--- src/sv/tqa_isqrt.sv ---
`timescale 1ns / 1ps
// ----------------------------------------------------------------------------
// tqa_isqrt
// Pipelined integer square root, one result bit per register stage.
// One operand per cycle.
// ----------------------------------------------------------------------------
module tqa_isqrt #(
  parameter int IW = 64
) (
  input  logic            clk,
  input  logic [IW-1:0]   n,
  output logic [IW/2-1:0] r
);

  localparam int RW = IW / 2;

  logic [RW:0]   rem_q  [RW];
  logic [RW-1:0] root_q [RW];
  logic [IW-1:0] src_q  [RW];

  for (genvar k = 0; k < RW; k++) begin : g_stage
    logic [RW:0]   rp;
    logic [RW-1:0] op;
    logic [IW-1:0] sp;
    logic [RW+2:0] cand;
    logic [RW+2:0] trial;

    if (k == 0) begin : g_first
      assign rp = '0;
      assign op = '0;
      assign sp = n;
    end else begin : g_next
      assign rp = rem_q[k-1];
      assign op = root_q[k-1];
      assign sp = src_q[k-1];
    end

    assign cand  = {rp, sp[IW-1:IW-2]};
    assign trial = {1'b0, op, 2'b01};

    always_ff @(posedge clk) begin
      if (cand >= trial) begin
        rem_q[k]  <= (RW+1)'(cand - trial);
        root_q[k] <= {op[RW-2:0], 1'b1};
      end else begin
        rem_q[k]  <= cand[RW:0];
        root_q[k] <= {op[RW-2:0], 1'b0};
      end
      src_q[k] <= {sp[IW-3:0], 2'b00};
    end
  end

  assign r = root_q[RW-1];

endmodule

--- config.mk ---
export PLATFORM = sky130hd
export DESIGN_NAME = tqa_isqrt
export DESIGN_NICKNAME = d
export VERILOG_FILES = /design/src/sv/tqa_isqrt.sv
export SDC_FILE = /design/constraint.sdc
export NUM_CORES = 2
export LEC_CHECK = 0
export BUFFER_PORTS_ARGS = -buffer_cell sky130_fd_sc_hd__buf_4
export CORE_ASPECT_RATIO = 0.75
export CORE_UTILIZATION = 25
export CTS_BUF_LIST = sky130_fd_sc_hd__clkbuf_8 sky130_fd_sc_hd__clkbuf_16
export CTS_CLUSTER_SIZE = 28
export DETAILED_ROUTE_END_ITERATION = 12
export GPL_TIMING_DRIVEN = 0
export PLACE_DENSITY = 0.43
export SYNTH_ARGS = -nofsm -noshare
export SYNTH_HDL_FRONTEND = slang
export SYNTH_MEMORY_MAX_BITS = 65536
export SYNTH_SLANG_ARGS = --single-unit
--- constraint.sdc ---
create_clock -name clk -period 4.6 [get_ports clk]
set_input_delay 0.69 -clock clk [delete_from_list [all_inputs] [get_ports clk]]
set_output_delay 0.69 -clock clk [all_outputs]
set_load 0.05 [all_outputs]
* Yosys cells after proc, flatten, opt, wreduce, memory -nomap -nowiden *
Memory sizes are Yosys's and may differ from the RTL's.
Cells that the tools add are included.

word-level totals
  bits in latches = 0
  bits in registers = 0
  memory bits (read-only) = 0
  bits in writable memories = 4064
  memories kept = 3
  logic and storage cells = 291

memories
  name    words  width  read ports  clocked after Yosys merged registers in  write ports  RTL line  text
  src_q   32     62     31          0                                        32           19        logic [IW-1:0] src_q [RW];
  rem_q   32     33     31          0                                        32           17        logic [RW:0] rem_q [RW];
  root_q  32     32     32          0                                        32           18        logic [RW-1:0] root_q [RW];

operators by class
  shift operators = 0
  bitwise gates (word level) = 64
  reductions and logical operators = 0
  divide/modulo/power cells = 0
  $add $sub $neg = 32
  muxes and demuxes = 160
  eq/ne operators = 0
  $lt $le $gt $ge = 32
  multipliers = 0

operator list
  cell                                                 count
  >= comparator 35 x 34 -> 1 bit                       31
  2-to-1 mux 33 bit                                    32
  2-to-1 mux 32 bit                                    32
  subtractor 33 bit                                    31
  2-to-1 mux 1 bit                                     96
  OR 1 bit                                             64
  subtractor 2 x 1 -> 3 bit, second input constant     1
  >= comparator 2 x 1 -> 1 bit, second input constant  1

* Depth between registers and ports, before layout *
An unclocked memory read counts as a cell.

  word-level depth = 5
  gate-level depth with buffers = 13
  mapped depth without buffers = 13

* Least setup slack after synthesis *
Ideal clock, no wire load.

  kind = register to register
  start point = memory root_q[1][417] (netlist bit)
  end point = memory rem_q[1][476] (netlist bit)
  arrival = 3028 ps
  required time = 4468 ps
  cell stages (with the launch flop) = 13
  clock period less this slack = 3160 ps
  path slack = 1440 ps
  library setup time = 132 ps
  cells stage by stage = dfxtp_1 -> inv_1 -> ha_1 -> a21oi_1 -> a21oi_1 -> a2111oi_0 -> o21ai_0 -> a31oi_1 -> o41ai_1 -> buf_2 -> buf_1 -> nor2_1 -> a21oi_1

RTL lines
  element             RTL line
  start: declaration  18
  end: declaration    17

==> results.tsv <==
metric	value	unit
series of cell instances along the critical path	inv_1 -> ha_1 -> clkbuf_1 -> nand2_1 -> or4_1 -> or4_1 -> nor4_2 -> or3_1 -> a31oi_1 -> a2111oi_1 -> o21ai_0 -> xnor2_1	
root buffer cell	sky130_fd_sc_hd__clkbuf_16	
post-CTS clock slew at the launch and capture registers of the worst setup and hold paths	60	ps
Syn Inst Count	9084	
worst setup margin	162.8	ps
effective utilization at floorplan	0.2512	
arrival time of data at the critical path endpoint	5190	ps
cell mode on critical path	sky130_fd_sc_hd__or4_1	
Post-DRT Antenna Nets	0	
tightest slew margin relative to the limit	0.08502	
worst supply voltage drop on vdd	0.0002978	V
number of search-and-repair iterations in the first detailed-routing pass	5	
HPWL Detailed	178.0	mm
Critical Path Sink Type	flip-flop	
sequential element share of the synthesized area	0.5450	
gp weighted congestion	0.8738	
Worst Path Required	5350	ps
number of nets in the final layout	10141	
PortBufs	96	
leading area contributor after synthesis	sky130_fd_sc_hd__dfxtp_1	
core utilization of the finished layout	0.2961	
Worst-Skew Late Latency	880	ps
clock buffers created by TritonCTS	266	
chip width	701.1	um
critical path peak fanout	8	
Syn. warnings	0	
multiplexer share of the synthesized area	0.009392	
post-synthesis async set-or-reset flop share	0	
delay contributed by the slowest stage of the critical path	620	ps
number of antenna violations at the first check in global routing	11	
post-detailed-route DRC marker count	0	
fraction of synthesized cell area in xor and xnor cells	0.07578	
H-tree depth	5	
detailed router's first-iteration violation count	4332	
standard-cell rows	192	
final design instance area without fill	108000	um2
syn nets	9710	
synthesized-area fraction occupied by adder cells	0.07659	
Post-synth EDFFs	0	
pins over their slew limit	0	
Filler Cell Count	37880	
worst setup timing slack at the placement stage	-34.19	ps
run status	finished clean	
register bit total from synthesis	2495	
largest net degree at the start of global routing	17	
worst hold path type	reg -> reg	
Yosys top cell area share	0.5450	
TritonCTS clock tree	built	
Vias per Instance	4.413	
most frequent cells in the layout	sky130_fd_sc_hd__dfxtp_1, sky130_fd_sc_hd__inv_1, sky130_fd_sc_hd__nand2_1	
area growth from synthesis to final layout	17.88	%
power density over the cells	552.3	nW/um2
Tightest Pin Transition	1360	ps
number of failing hold endpoints at the final stage	0	
critical path's slowest cell	sky130_fd_sc_hd__a2111oi_1	
main combinational cell family by area after synthesis	simple AND/OR/NAND/NOR gates	
most frequent standard cell in the layout excluding fill and tap cells	sky130_fd_sc_hd__dfxtp_1	
Worst Setup Path Type	reg -> reg	
placed inst area	98470	um2
sinks on the clock net	2495	
placeable core region	364900	um2
post-synthesis compound-gate area fraction	0.1273	
nature of the critical path startpoint	flip-flop	
area of the die	369100	um2
average footprint of a synthesized cell	10.09	um2
distinct cell type count of the synthesized netlist	97	
Tmin final	4437	ps
Synth Flop Type	sky130_fd_sc_hd__dfxtp_1	
global-route usage over all layers	0.1212	
Total Power Consumption	0.05967	W
first-pass GRT wire length	360.2	mm
Final Routed Wirelength	229.8	mm
final count of negative-setup-slack endpoints	0	
vias in the first global route	63324	
period utilization	0.9646	
simple-gate share of the synthesized area	0.1295	
Synth area leaders	sky130_fd_sc_hd__dfxtp_1, sky130_fd_sc_hd__ha_1, sky130_fd_sc_hd__xor2_1	
number of maximum-capacitance violations	0	
height of the die	526.4	um
top achievable clock speed	0.2254	GHz
unrepaired setup endpoints after global routing	no	
I/O pin count	97	
static power due to leakage	48.85	nW
post-synth design cell area	91650	um2
Worst Clk Skew	38.29	ps
residual overflow from global routing	0	
routed len/inst	15.77	um
setup bufs post-CTS	0	
routed via count	64284	
maximum buffer depth of the clock tree	4	
fraction of layout instances using a drive strength above 1	0.07153	
metal layers:
layer  global-route usage  vias up  share of wire
li1                     -    32124              -
met1               0.1820    30342           0.52
met2               0.1765     1476           0.40
met3              0.02241      340          0.057
met4              0.02982        2          0.021
met5                    0        -       0.000048
what timing repair did:
action                                  in CTS  in global routing
endpoints found under the hold margin       65                  0
endpoints found under the setup margin       5                 58
resized for setup                            1                 12
hold buffers                                65                  0
logic make-up (layout without fill, tap and decap cells):
family | count (synthesis) | count (layout)
DFF | 2495 | 2495
and+or+nand+nor | 2387 | 2387
AOI/OAI and AO/OA | 1885 | 1885
buffers and inverters | 884 | 1516
xor gates and xnor gates | 793 | 793
adders and majority gates | 561 | 561
muxes | 78 | 78
other | 1 | 3
final cells by class:
| class | count | area [um2] | area share |
|---|---|---|---|
| sequential | 2495 | 49950 | 0.4623 |
| antenna | 2 | 5.005 | 0.00004632 |
| multi-input combinational | 5705 | 38420 | 0.3556 |
| timing repair buffer | 163 | 1389 | 0.01285 |
| clock buffer | 313 | 7382 | 0.06833 |
| inverter | 709 | 2661 | 0.02463 |
| clock inverter | 156 | 1486 | 0.01376 |
| tap | 4850 | 6068 | 0.05617 |
| buffer | 175 | 676.9 | 0.006265 |
critical path: cells and delay by family, from the launching register on:
kind / cells / cell delay, ps
and+or+nand+nor: 5 / 1870
adders and majority gates: 1 / 270
xor gates and xnor gates: 1 / 340
DFF: 1 / 500
AOI/OAI and AO/OA: 3 / 960
buffers and inverters: 2 / 390
state kept, by name (all words and copies together) (netlist names):
signal	cells
src_q	992
rem_q	975
root_q	528
cell usage after synthesis (all sizes together), types with 84 or more instances:
| cell | instances |
|---|---|
| inv | 709 |
| nand2b | 87 |
| a21o | 208 |
| o21a | 103 |
| xnor2 | 394 |
| xor2 | 399 |
| o21ai | 552 |
| nor2 | 536 |
| nor3 | 229 |
| nand2 | 653 |
| nand4 | 99 |
| or3 | 104 |
| clkbuf | 151 |
| nor4 | 121 |
| a21oi | 541 |
| nand3 | 164 |
| ha | 561 |
| nor2b | 84 |
| dfxtp | 2495 |
metrics by stage:
step                      setup TNS, ps  cells  hold WS [ps]
after floorplan                       0   9084         309.6
after global placement            -5942  14030         309.7
after detailed placement         -73.99  14032         312.1
after CTS                             0  14566         311.5
after global routing                  0  14567         312.3
final                                 0  14568         298.4
path summary, 6_finish.rpt:
check                       from       endpoint  slack (ps)  cells after the start
setup / recovery  root_q[1][181]  rem_q[1][223]         160                     12
hold / removal     src_q[0][387]  src_q[0][451]         300                      0
setup reg to reg  root_q[1][181]  rem_q[1][223]         160                     12
hold reg to reg    src_q[0][387]  src_q[0][451]         300                      0
report_power, final:
| part | switching, W | internal (W) | total [W] |
|---|---|---|---|
| logic | 0.00591 | 0.00435 | 0.0103 |
| registers | 0.00276 | 0.0252 | 0.0280 |
| clock network | 0.00883 | 0.0126 | 0.0214 |
| total | 0.0175 | 0.0422 | 0.0597 |
Note: power is estimated with default switching activity, not from simulation.
